===== src/rtl/pid_timed_integral_reset_macros.svh =====
// Assertion macros for the PID regulator block.
// Expects i_clk and i_rst_n in the scope of use.
`ifndef PID_TIMED_INTEGRAL_RESET_MACROS_SVH
`define PID_TIMED_INTEGRAL_RESET_MACROS_SVH

// same-cycle implication
`define PTIR_ASSERT_IMP(label, ante, cons, msg) \
    label: assert property (@(posedge i_clk) disable iff (!i_rst_n) (ante) |-> (cons)) \
        else $error(msg);

// next-cycle implication
`define PTIR_ASSERT_NXT(label, ante, cons, msg) \
    label: assert property (@(posedge i_clk) disable iff (!i_rst_n) (ante) |=> (cons)) \
        else $error(msg);

`endif


===== src/rtl/ptir_pkg.sv =====
// Package for the PID regulator: word types, widths, register codes, reset values.
// No dependencies; used by every module of the block.
package ptir_pkg;

    localparam int SAMPLE_BITS   = 12;
    localparam int TIME_BITS     = 32;
    localparam int GAIN_BITS     = 32;
    localparam int LIMIT_BITS    = 8;
    localparam int DRIVE_BITS    = 8;
    localparam int DRIVE_MAX     = 127;
    localparam int FRAC_BITS     = 24;
    localparam int SUM_BITS_DEF  = 48;

    localparam int ERR_BITS      = SAMPLE_BITS + 1;
    localparam int DEMAG_BITS    = SAMPLE_BITS + 1;
    localparam int MUL_BITS      = 32;
    localparam int PROD_BITS     = 2 * MUL_BITS;
    localparam int INCM_BITS     = SAMPLE_BITS + TIME_BITS;
    localparam int PMAG_BITS     = SAMPLE_BITS + GAIN_BITS;
    localparam int DIV_NUM_BITS  = DEMAG_BITS + GAIN_BITS;
    localparam int DIV_CNT_BITS  = $clog2(DIV_NUM_BITS + 1);

    localparam int KI_SHIFT      = 16;
    localparam int HI_KEEP       = 34;
    localparam int IMAG_BITS     = HI_KEEP + KI_SHIFT + 1;
    localparam int I_CAP_EXP     = 50;
    localparam int TOT_BITS      = IMAG_BITS + 2;

    localparam int CFG_IDX_BITS  = 3;
    localparam int CFG_DATA_BITS = 32;

    typedef enum logic [CFG_IDX_BITS-1:0] {
        CFG_TARGET = 3'd0,
        CFG_KP     = 3'd1,
        CFG_KI     = 3'd2,
        CFG_KD     = 3'd3,
        CFG_PLIM   = 3'd4,
        CFG_DLIM   = 3'd5
    } t_cfg_idx;

    localparam logic [SAMPLE_BITS-1:0] TARGET_RST = SAMPLE_BITS'(2048);
    localparam logic [GAIN_BITS-1:0]   KP_RST     = 32'd251658;
    localparam logic [GAIN_BITS-1:0]   KI_RST     = 32'd54976;
    localparam logic [GAIN_BITS-1:0]   KD_RST     = 32'd2013265920;
    localparam logic [LIMIT_BITS-1:0]  PLIM_RST   = 8'd20;
    localparam logic [GAIN_BITS-1:0]   DLIM_RST   = 32'd3355443;

    typedef struct packed {
        logic [SAMPLE_BITS-1:0] measurement;
        logic [TIME_BITS-1:0]   timestamp_us;
    } t_in_word;

    typedef struct packed {
        logic signed [DRIVE_BITS-1:0] drive;
        logic                         sum_cleared;
    } t_out_word;

    typedef struct packed {
        logic                    start;
        logic [DIV_NUM_BITS-1:0] dividend;
        logic [TIME_BITS-1:0]    divisor;
    } t_div_req;

    typedef struct packed {
        logic                    done;
        logic [DIV_NUM_BITS-1:0] quotient;
    } t_div_rsp;

endpackage


===== src/rtl/ptir_mul.sv =====
// Shared 32x32 unsigned multiplier with registered product.
// Depends on ptir_pkg for widths.
module ptir_mul (
    input  logic                             i_clk,
    input  logic [ptir_pkg::MUL_BITS-1:0]    i_a,
    input  logic [ptir_pkg::MUL_BITS-1:0]    i_b,
    output logic [ptir_pkg::PROD_BITS-1:0]   o_prod
);

    logic [ptir_pkg::PROD_BITS-1:0] r_prod;

    always_ff @(posedge i_clk) begin
        r_prod <= ptir_pkg::PROD_BITS'(i_a) * ptir_pkg::PROD_BITS'(i_b);
    end

    assign o_prod = r_prod;

endmodule


===== config.mk =====
export PLATFORM = sky130hd
export DESIGN_NAME = ptir_mul
export DESIGN_NICKNAME = d
export VERILOG_FILES = /design/src/rtl/pid_timed_integral_reset_macros.svh /design/src/rtl/ptir_pkg.sv /design/src/rtl/ptir_mul.sv
export SDC_FILE = /design/constraint.sdc
export NUM_CORES = 2
export LEC_CHECK = 0
export ABC_AREA = 1
export BUFFER_PORTS_ARGS = -buffer_cell sky130_fd_sc_hd__buf_2
export CORE_UTILIZATION = 50
export DETAILED_ROUTE_END_ITERATION = 10
export GPL_TIMING_DRIVEN = 1
export PLACE_DENSITY = 0.77
export RECOVER_POWER = 100
export SYNTH_ARGS = -nofsm -noshare
export SYNTH_HDL_FRONTEND = slang
export SYNTH_SLANG_ARGS = --single-unit

===== constraint.sdc =====
create_clock -name i_clk -period 8.2 [get_ports i_clk]
set_clock_uncertainty 0.2 [all_clocks]
set_input_delay 1.23 -clock i_clk [delete_from_list [all_inputs] [get_ports i_clk]]
set_output_delay 1.23 -clock i_clk [all_outputs]
set_load 0.01 [all_outputs]

# Yosys cells after proc, flatten, opt, wreduce, memory -nomap -nowiden
# Cells that the tools add are included.
[totals]
word_cells = 2
inputBits = 65
regBits = 64
out_inout_bits = 64
[op_classes]
multipliers = 1
[op_table]
columns = ["op", "count"]
rows = [
  ["$mul A32 B32 Y64", 1],
]

# Longest topological paths before layout
[depth]
ltp_word = 1
ltp_mapped = 30
mapped_depth_nobuf = 29

# Worst setup path before layout
# No wires, ideal clock.
[synth_path]
kind = "input -> register"
start = "input i_a[25] (netlist bit)"
end = "register r_prod, in the netlist o_prod[60]"
slack_ns = 0.956
setup_time_ns = 0.112
cell_stages = 26
path_buffers = 1
t_required_ns = 7.888
arrival_ns = 6.932
path_cell_list = "clkbuf_1 -> nand2_1 -> fa_1 -> inv_1 -> fa_1 -> inv_1 -> fa_1 -> inv_1 -> fa_1 -> fa_1 -> fa_1 -> fa_1 -> inv_1 -> fa_1 -> inv_1 -> ha_1 -> nand2_1 -> nand2_1 -> a21oi_1 -> nand2_1 -> nand2_1 -> nand2_1 -> a21oi_1 -> nand2_1 -> nand2_1 -> nand2_1"
[synth_between]
elab_chain_len = 1
[synth_lines]
columns = ["element", "line", "source"]
rows = [
  ["start, declared", "ptir_mul.sv:5", "input logic [ptir_pkg::MUL_BITS-1:0] i_a,"],
  ["$mul A32 B32 Y64", "ptir_mul.sv:13", "r_prod <= ptir_pkg::PROD_BITS'(i_a) * ptir_pkg::PROD_BITS'(i_b);"],
  ["end signal, assigned", "ptir_mul.sv:13", ""],
  ["end, declared", "ptir_mul.sv:10", "logic [ptir_pkg::PROD_BITS-1:0] r_prod;"],
]
# Every way passes these cells.

# Final worst setup path
[layout_path]
start = "input i_b[8] (netlist bit)"
end = "register r_prod, in the netlist o_prod[58]"
[layout_between]
elab_chain_len = 1
[layout_lines]
columns = ["element", "line", "source"]
rows = [
  ["start, declared", "ptir_mul.sv:6", "input logic [ptir_pkg::MUL_BITS-1:0] i_b,"],
  ["$mul A32 B32 Y64", "ptir_mul.sv:13", ""],
]
# Every way passes these cells.

==> flow_summary.toml <==
[outcome]
outcome = "complete, no violations"

[setup_path]
worstSetupStartpoint = "i_b[8]"
crit_fanout = 22
startpoint_type = "input pin"
critPathSlowestCell = "fa_1"
path_class = "in2reg"
arrival_ps = 7900
max_stage_delay_ps = 590
timing.critical_path.mode_cell = "fa_1"
end_kind = "flop"
required_ps = 8230

[detailed_routing]
via_per_inst = 4.967
drtIter0Drc = 2409
routed_wl_um = 97980
drt_pass1_iterations = 6
wl_per_cell_um = 16.25
drcViolationCount = 0
vias = 29950
antenna_left = 0

[cts]
clk_path_buf_depth = 2
cts_setup_buffers = 0
root_buffer = "clkbuf_16"
cts_buffers = 9
cts_tree = "yes"
htree_levels = 3
clock-sinks = 64
postCtsHoldBufs = 0
cts_resized = 0
clk_pin_slew_ps = 60

[global_routing]
met1_usage_pct = 35.90
grt_pass1_vias = 31650
grt-busiest-layer = "met2"
grtUsageTotal_pct = 27.28
gr-usage-met2_pct = 45.96
grt_max_degree = 33
antenna_found_initial = 6
grt_overflow = 0
grt_pass1_wl_um = 162700
use_met3_pct = 3.863

[cells_and_area]
largest_reg_flops = 64
num-nets-final = 6286
drive_gt1_share_pct = 4.243
areaGrowthSynthToFinish_pct = 5.366
final_area_mm2 = 0.03941
final_cell_mix = "inv_1, nand2_1, fa_1"
final_common_cell = "inv_1"

[logic_synthesis]
synth-edff-count = 0
synth.cell_area_mm2 = 0.03740
netlist-cell-type-count = 23
ys_seq_area_share_pct = 3.426
syn_inst = 5023
yosysWarnings = 0
synth_flop_cell = "dfxtp_1"
synth_nets = 6247
syn_avg_cell_area_um2 = 7.446
synthArstFlopShare_pct = 0
ys_ff_latch = 64

[min_path]
hold_class = "in2reg"
hold_path.startpoint = "i_b[0]"

[placement]
gp_congestion = 0.9647
dpl.hpwl_um = 86080
placed_cell_area_mm2 = 0.03922
port_buffers = 128
place_ws_ps = 135.9

[floorplan]
initial_core_util_pct = 50.92
coreArea_mm2 = 0.07345
pin_count = 129
fp.dieW_um = 275.5
design.die.area_mm2 = 0.07590
chipHeight_um = 275.5
fp-row-count = 99

[sta]
hold_viol = 0
setup_ws_ps = 338.4
slew-limit-headroom_pct = 49.57
max_freq_ghz = 0.1272
worst_pin_slew_ps = 756.5
fin_worst_hold_slack_ps = 1245
period_needed_ps = 7862
tns_ps = 0
period_share_pct = 95.87
rsz0062_at_grt = "false"
finalSetupViolCount = 0
drv_slew = 0

[run]
cap_violations = 0
[layout make-up]
class | instances | area, um^2
Multi-Input combinational cell | 3032 | 28820
Sequential cell | 64 | 1281
Clock buffer | 10 | 229.0
Antenna cell | 5 | 12.51
Tap cell | 959 | 1200
Fill cell | 6881 | 34050
Inverter | 1735 | 6513
Timing Repair Buffer | 220 | 1255
Clock inverter | 6 | 93.84
[final timing paths]
| path | endpoint | slack, ps | cells past startpoint |
|---|---|---|---|
| worst max-delay path | o_prod[58] | 340 | 25 |
| worst min-delay path | o_prod[0] | 1250 | 3 |
[metal layers]
metal  up-vias  part of all wire, %
met5         -                0.018
met4         4                  3.9
met3       254                  7.8
met2      1277                   49
met1     14700                   40
li1      13720                    -
[cells by family after synthesis]
group / synth area share, %
buffers and inverters: 19.34
AND/OR/NAND/NOR: 18.80
adder cells (fa/ha/maj): 56.76
flip-flops: 3.426
AO/OA/AOI/OAI: 0.8531
XOR/XNOR: 0.8196
[stage by stage]
stage               util [%]  instances
floorplan                  -       5023
global placement       53.40       6010
detailed placement     53.40       6010
CTS                    53.84       6026
global route           53.64       6029
finish                 53.65       6031
[critical path: cells and delay by family]
| family | cells | cell delay (ps) |
|---|---|---|
| adder cells (fa/ha/maj) | 9 | 4260 |
| buffers and inverters | 6 | 1040 |
| AND/OR/NAND/NOR | 9 | 1010 |
| AO/OA/AOI/OAI | 1 | 330 |
[synthesized netlist by cell type, drive strengths merged, types with 16 or more instances]
library cell,count,share of area (%)
xor2,33,0.77
nor2,101,1.2
nand4,16,0.27
dfxtp,64,3.4
fa,896,48
nand2,1581,16
ha,263,8.8
nand3,65,0.99
a21oi,43,0.58
nor3,18,0.35
inv,1735,17
clkbuf,192,1.9
Power is not shown: default switching activity piles up to over one toggle a cycle in this logic, so the estimate is an artifact.
