==> config.mk <==
export PLATFORM = sky130hd
export DESIGN_NAME = ptir_div
export DESIGN_NICKNAME = d
export VERILOG_FILES = /design/src/rtl/pid_timed_integral_reset_macros.svh /design/src/rtl/ptir_pkg.sv /design/src/rtl/ptir_div.sv
export SDC_FILE = /design/constraint.sdc
export NUM_CORES = 1
export LEC_CHECK = 0
export BUFFER_PORTS_ARGS = -buffer_cell sky130_fd_sc_hd__buf_4
export CAP_MARGIN = 20
export CORE_ASPECT_RATIO = 2
export CORE_MARGIN = 3
export CORE_UTILIZATION = 43
export CTS_CLUSTER_SIZE = 40
export DETAILED_ROUTE_END_ITERATION = 10
export GPL_TIMING_DRIVEN = 0
export HOLD_SLACK_MARGIN = 0.05
export PLACE_DENSITY_LB_ADDON = 0.05
export SETUP_SLACK_MARGIN = 0.3
export SYNTH_ARGS = -nofsm -noshare
export SYNTH_HDL_FRONTEND = slang
export SYNTH_SLANG_ARGS = --single-unit
==> constraint.sdc <==
create_clock -name i_clk -period 4.2 [get_ports i_clk]
set_input_delay 0.21 -clock i_clk [delete_from_list [all_inputs] [get_ports i_clk]]
set_output_delay 0.21 -clock i_clk [all_outputs]
set_load 0.005 [all_outputs]
==> src/rtl/pid_timed_integral_reset_macros.svh <==
// Assertion macros for the PID regulator block.
// Expects i_clk and i_rst_n in the scope of use.
`ifndef PID_TIMED_INTEGRAL_RESET_MACROS_SVH
`define PID_TIMED_INTEGRAL_RESET_MACROS_SVH

// same-cycle implication
`define PTIR_ASSERT_IMP(label, ante, cons, msg) \
    label: assert property (@(posedge i_clk) disable iff (!i_rst_n) (ante) |-> (cons)) \
        else $error(msg);

// next-cycle implication
`define PTIR_ASSERT_NXT(label, ante, cons, msg) \
    label: assert property (@(posedge i_clk) disable iff (!i_rst_n) (ante) |=> (cons)) \
        else $error(msg);

`endif

==> src/rtl/ptir_pkg.sv <==
// Package for the PID regulator: word types, widths, register codes, reset values.
// No dependencies; used by every module of the block.
package ptir_pkg;

    localparam int SAMPLE_BITS   = 12;
    localparam int TIME_BITS     = 32;
    localparam int GAIN_BITS     = 32;
    localparam int LIMIT_BITS    = 8;
    localparam int DRIVE_BITS    = 8;
    localparam int DRIVE_MAX     = 127;
    localparam int FRAC_BITS     = 24;
    localparam int SUM_BITS_DEF  = 48;

    localparam int ERR_BITS      = SAMPLE_BITS + 1;
    localparam int DEMAG_BITS    = SAMPLE_BITS + 1;
    localparam int MUL_BITS      = 32;
    localparam int PROD_BITS     = 2 * MUL_BITS;
    localparam int INCM_BITS     = SAMPLE_BITS + TIME_BITS;
    localparam int PMAG_BITS     = SAMPLE_BITS + GAIN_BITS;
    localparam int DIV_NUM_BITS  = DEMAG_BITS + GAIN_BITS;
    localparam int DIV_CNT_BITS  = $clog2(DIV_NUM_BITS + 1);

    localparam int KI_SHIFT      = 16;
    localparam int HI_KEEP       = 34;
    localparam int IMAG_BITS     = HI_KEEP + KI_SHIFT + 1;
    localparam int I_CAP_EXP     = 50;
    localparam int TOT_BITS      = IMAG_BITS + 2;

    localparam int CFG_IDX_BITS  = 3;
    localparam int CFG_DATA_BITS = 32;

    typedef enum logic [CFG_IDX_BITS-1:0] {
        CFG_TARGET = 3'd0,
        CFG_KP     = 3'd1,
        CFG_KI     = 3'd2,
        CFG_KD     = 3'd3,
        CFG_PLIM   = 3'd4,
        CFG_DLIM   = 3'd5
    } t_cfg_idx;

    localparam logic [SAMPLE_BITS-1:0] TARGET_RST = SAMPLE_BITS'(2048);
    localparam logic [GAIN_BITS-1:0]   KP_RST     = 32'd251658;
    localparam logic [GAIN_BITS-1:0]   KI_RST     = 32'd54976;
    localparam logic [GAIN_BITS-1:0]   KD_RST     = 32'd2013265920;
    localparam logic [LIMIT_BITS-1:0]  PLIM_RST   = 8'd20;
    localparam logic [GAIN_BITS-1:0]   DLIM_RST   = 32'd3355443;

    typedef struct packed {
        logic [SAMPLE_BITS-1:0] measurement;
        logic [TIME_BITS-1:0]   timestamp_us;
    } t_in_word;

    typedef struct packed {
        logic signed [DRIVE_BITS-1:0] drive;
        logic                         sum_cleared;
    } t_out_word;

    typedef struct packed {
        logic                    start;
        logic [DIV_NUM_BITS-1:0] dividend;
        logic [TIME_BITS-1:0]    divisor;
    } t_div_req;

    typedef struct packed {
        logic                    done;
        logic [DIV_NUM_BITS-1:0] quotient;
    } t_div_rsp;

endpackage

==> src/rtl/ptir_div.sv <==
// Restoring divider, one quotient bit per cycle, for the derivative term.
// Depends on ptir_pkg for widths and request/response types.
module ptir_div (
    input  logic                i_clk,
    input  logic                i_rst_n,
    input  ptir_pkg::t_div_req  i_req,
    output ptir_pkg::t_div_rsp  o_rsp
);

    localparam int N = ptir_pkg::DIV_NUM_BITS;
    localparam int D = ptir_pkg::TIME_BITS;

    logic                               r_busy, n_busy;
    logic                               r_done, n_done;
    logic [ptir_pkg::DIV_CNT_BITS-1:0]  r_cnt, n_cnt;
    logic [D-1:0]                       r_rem, n_rem;
    logic [N-1:0]                       r_quo, n_quo;
    logic [D-1:0]                       r_dsr, n_dsr;
    logic [D:0]                         rem_sh;
    logic [D+1:0]                       diff;
    logic                               ge;

    assign rem_sh = {r_rem, r_quo[N-1]};
    assign diff   = {1'b0, rem_sh} - {2'b00, r_dsr};
    assign ge     = !diff[D+1];

    always_comb begin
        n_busy = r_busy;
        n_done = 1'b0;
        n_cnt  = r_cnt;
        n_rem  = r_rem;
        n_quo  = r_quo;
        n_dsr  = r_dsr;
        if (i_req.start) begin
            n_busy = 1'b1;
            n_cnt  = ptir_pkg::DIV_CNT_BITS'(N);
            n_rem  = '0;
            n_quo  = i_req.dividend;
            n_dsr  = i_req.divisor;
        end else if (r_busy) begin
            n_rem = ge ? diff[D-1:0] : rem_sh[D-1:0];
            n_quo = {r_quo[N-2:0], ge};
            n_cnt = r_cnt - 1'b1;
            if (r_cnt == ptir_pkg::DIV_CNT_BITS'(1)) begin
                n_busy = 1'b0;
                n_done = 1'b1;
            end
        end
    end

    always_ff @(posedge i_clk) begin
        if (!i_rst_n) begin
            r_busy <= 1'b0;
            r_done <= 1'b0;
            r_cnt  <= '0;
        end else begin
            r_busy <= n_busy;
            r_done <= n_done;
            r_cnt  <= n_cnt;
        end
    end

    always_ff @(posedge i_clk) begin
        r_rem <= n_rem;
        r_quo <= n_quo;
        r_dsr <= n_dsr;
    end

    assign o_rsp.done     = r_done;
    assign o_rsp.quotient = r_quo;

endmodule
# ---- Yosys cells after proc, flatten, opt, wreduce, memory -nomap -nowiden
# Cells that the tools add are included.
dict set report op_classes {
  n_addsub 2
  n_mul 0
  div 0
  magnitude_cmp 0
  eq_ne 1
  n_shift 0
  mux 9
  n_bitwise 2
  n_reduce_logical 4
}
# cell n
set ops {}
lappend ops {{45-bit 2-to-1 mux} 2}
lappend ops {{33-bit by 32-bit subtractor with 34-bit output} 1}
lappend ops {{32-bit 2-to-1 mux} 1}
lappend ops {{6-bit 2-to-1 mux} 2}
lappend ops {{6-bit by 1-bit == test with 1-bit output, second input constant} 1}
lappend ops {{6-bit by 1-bit subtractor with 6-bit output, second input constant} 1}
lappend ops {{1-bit 2-to-1 mux} 4}
lappend ops {{3-bit OR reduction} 1}
lappend ops {{1-bit inverter} 2}
lappend ops {{2-bit nonzero test} 1}
lappend ops {{2-bit OR reduction} 1}
lappend ops {{1-bit zero test} 1}
dict set report word_totals {
  register_bits 117
  latchBits 0
  ram_bits 0
  rom_bits 0
  output_inout_bits 46
  n_memories 0
}

# ---- Depth between registers and ports, before layout
dict set report logic_depth {
  word_depth 4
  mapped_depth 12
  mapped_depth_nobuf 12
}

# ---- Worst setup path after synthesis
# OpenSTA, ideal clock, no wires.
dict set report synth_timing {
  kind {register -> register}
  startpoint {register r_quo[44]}
  endpoint {register r_rem[26]}
  setup_time_ns 0.131
  arrival_ns 2.779
  required_ns 4.069
  path_slack_ns 1.289
  stages_incl_launch_ff 13
  n_path_buf 0
  cell_sequence {edfxtp_1 inv_1 ha_1 inv_1 fa_1 a211oi_1 o21bai_1 a211oi_1 a21oi_1 o21ai_0 o32ai_1 o31ai_1 o31ai_1}
}
dict set report synth_via {
  elab_chain_cells 2
}
# item line_no
set synth_rtl {}
lappend synth_rtl {{start: declaration} ptir_div.sv:17} ;# logic [N-1:0] r_quo, n_quo;
lappend synth_rtl {{start signal: assignment} ptir_div.sv:65} ;# r_quo <= n_quo;
lappend synth_rtl {{33-bit by 32-bit subtractor with 34-bit output} ptir_div.sv:24} ;# assign diff = {1'b0, rem_sh} - {2'b00, r_dsr};
lappend synth_rtl {{32-bit 2-to-1 mux} ptir_div.sv:41} ;# n_rem = ge ? diff[D-1:0] : rem_sh[D-1:0];
lappend synth_rtl {{end signal: assignment} ptir_div.sv:64} ;# r_rem <= n_rem;
lappend synth_rtl {{end: declaration} ptir_div.sv:16} ;# logic [D-1:0] r_rem, n_rem;
# No other way between the ends.
# A chain may end at the register's enable or synchronous reset.

# ---- Worst setup path after layout
dict set report layout_timing {
  startpoint {register r_quo[44]}
  endpoint {register r_rem[30]}
}
# The elaborated chain is that of the path after synthesis.

==> flow_summary.ini <==
[run_status]
status = finished clean

[route]
firstDrtPassIters = 4
vias_per_cell = 5.58
drc = 0
ant_nets = 0
wl_per_cell_um = 18.1
drt-initial-drc-count = 331
vias = 5796
drt_wl_total_um = 18800

[floorplan]
rows = 63
ios = 126
fp.dieW_um = 93.9
initial_core_util_pct = 44.4
core_mm2 = 0.0150
die_y_um = 182
die_area_mm2 = 0.0171

[timing]
period_share_pct = 86.7
clock_skew_ns = 0.0127
worst_pin_slew_ns = 0.707
fin_crit_ns = 3.64
hold_violations = 0
drv_slew = 0
slew_headroom_pct = 52.6
rsz0062_at_grt = false
finalSetupTns_ns = 0
final-setup-viol-count = 0
max_freq_mhz = 275

[grt]
grt_use_total_pct = 22.7
grt_pass1_wl_um = 30500
antenna_found_initial = 0
grt_max_degree = 46
grt_pass1_vias = 6269
grt_overflow_total = 0

[power]
p_leak_nw = 3.55
powerDensity_mw_per_mm2 = 393
vdd_ir_drop_max_uv = 297
switchingPower_w = 0.000967
seqPwrFrac_pct = 40.4
p_sw_share_pct = 28.1
power_frac_comb_pct = 18.3
pwr-share-clk_pct = 41.2
intPower_w = 0.00247

[logic_synthesis]
syn_inst = 652
synth_warnings = 0
syn_avg_cell_area_um2 = 10.2
synth_edf_count = 77
synth.ff_latch_count = 117
ys.flop_type = edfxtp_1
synth_area_leader_cell = edfxtp_1
synth_cell_types = 58
ys_top_cells_by_area = edfxtp_1 35%, dfxtp_1 12%, mux2_2 7.6%
synth_area_mm2 = 0.00665
async_flop_share_pct = 0
seq_area_frac_synth_pct = 46.8
syn_nets = 767
synth_top_area_share_pct = 34.8

[setup_path]
worstSetupEndpointType = flop
crit_family = compound AO/OA/AOI/OAI gates
r2r_slack_ns = 0.56
arrival_ns = 3.97
worstPathRequired_ns = 4.53
slowest_stage = a211oi_1
worstReg2RegStart = r_quo[44]
cp_max_fo = 4
r2r_end = r_rem[30]
crit_chain = inv_1, ha_1, inv_1, fa_1, a211oi_1, o21bai_1, a211oi_1, a21oi_1, o21ai_1, o21ai_0, xnor2_1, o21ai_0
critPathKind = flop to flop
r2r_cells = 12
path_buf_inv = 2
cp-start-kind = flop
max_stage_delay_ns = 0.61

[clocking]
clock-sinks = 117
clk_pin_slew_ns = 0.07
clockBufferDepth = 2
root_buffer = clkbuf_16
h-tree-depth = 4
clk_latency_ns = 0.42
numCtsBuffers = 17
cts_tree = yes

[min_path]
hold-path-cell-count = 2
min_from = i_req[68]
holdPathEnd = r_quo[36]
min_path_type = input port to flop

[placement]
dp_hpwl_um = 14000
place_area_mm2 = 0.00785
gp_congestion = 0.912
port_buffers = 125

[cells_and_area]
stdcell_area_mm2 = 0.00875
final_common_cell = buf_4
drive_gt1_share_pct = 26.1
nets = 945
antennaDiodeCount = 0
syn_to_final_growth_pct = 31.6
final_cell_mix = 126 x buf_4, 77 x edfxtp_1, 48 x nor2_1, 45 x mux2_2, 43 x inv_1

[flow_run]
cap_violations = 0
registers in the layout, summed over array words and instances (netlist names):
name,count
r_rem,32
r_done,1
r_dsr,32
r_cnt,6
r_quo,45
r_busy,1
per-layer routing:
metal,wire length [µm],GRT usage [%],part of all wire [%],vias to the layer above
met4,550,8.80,2.9,0
li1,-,-,-,2793
met5,0,0,0,-
met1,6910,23.2,37,2785
met2,10500,43.3,56,180
met3,817,5.10,4.3,38
logic make-up (layout without fill, tap and decap cells):
group	count (synthesis)	after routing	synth area share [%]
buffers and inverters	82	273	4.80
flip-flops	117	117	46.8
AO/OA/AOI/OAI	184	184	19.0
AND/OR/NAND/NOR	159	159	11.1
XOR/XNOR	30	30	3.95
multiplexers	45	45	7.63
adder cells (fa/ha/maj)	35	35	6.70
worst max path at each step:
| stage | startpoint | endpoint | cells after the start |
|---|---|---|---|
| 6_report | r_quo[44] | r_rem[30] | 12 |
| 5_1_grt | r_quo[44] | r_rem[30] | 12 |
| 4_1_cts | r_quo[44] | r_rem[30] | 12 |
| 3_5_place_dp | r_quo[44] | r_rem[30] | 12 |
| 3_3_place_gp | r_quo[44] | r_rem[30] | 12 |
| 2_1_floorplan | r_quo[44] | r_rem[26] | 12 |
per-stage QoR:
step | setup WS (ns) | power, W | hold slack, ns | instances | utilization (%)
6_report | 0.559 | 0.00344 | 0.0868 | 1038 | 58.4
5_1_grt | 0.315 | 0.00359 | 0.0790 | 1038 | 58.4
4_1_cts | 0.543 | 0.00346 | 0.0858 | 1038 | 58.4
3_5_place_dp | 0.353 | 0.00202 | 0.389 | 973 | 52.4
3_3_place_gp | 0.286 | 0.00200 | 0.388 | 972 | 52.3
2_1_floorplan | 1.29 | 0.00177 | 0.309 | 652 | -
layout make-up:
type                    instances  area, µm²
inverters                      44        165
plain buffers                  38        154
clock buffers                  17        425
repair buffers                159       1290
well taps                     195        244
flip-flops and latches        117       3110
multi-input cells             453       3210
fillers                      1359       6230
clock inverters                15        143
cell usage after synthesis (all sizes together), types with 6 or more instances:
library cell / instances
a211oi: 6
a21o: 8
a21oi: 44
a311oi: 19
buf: 12
clkbuf: 26
dfxtp: 40
edfxtp: 77
ha: 34
inv: 44
mux2: 45
nand2: 40
nand3: 25
nand4: 9
nor2: 48
nor3: 11
o211ai: 6
o21a: 13
o21ai: 41
o21bai: 9
o31ai: 8
xnor2: 18
xor2: 12
power groups by stage:
stage / sequential (W) / clock (W) / combinational (W)
after floorplan: 0.00141 / 0 / 0.000361
after global placement: 0.00141 / 0 / 0.000591
after detailed placement: 0.00141 / 0 / 0.000604
after CTS: 0.00139 / 0.00143 / 0.000633
after global routing: 0.00140 / 0.00148 / 0.000698
final: 0.00139 / 0.00142 / 0.000631
repair_timing:
| item | 4_1_cts | 5_1_grt |
|---|---|---|
| setup buffers | 0 | 0 |
| resized for setup | 1 | 0 |
| endpoints found under the hold margin | 34 | 0 |
| setup endpoints to repair | 1 | 0 |
| hold buffers | 33 | 0 |
(Power assumes the default switching activity.)
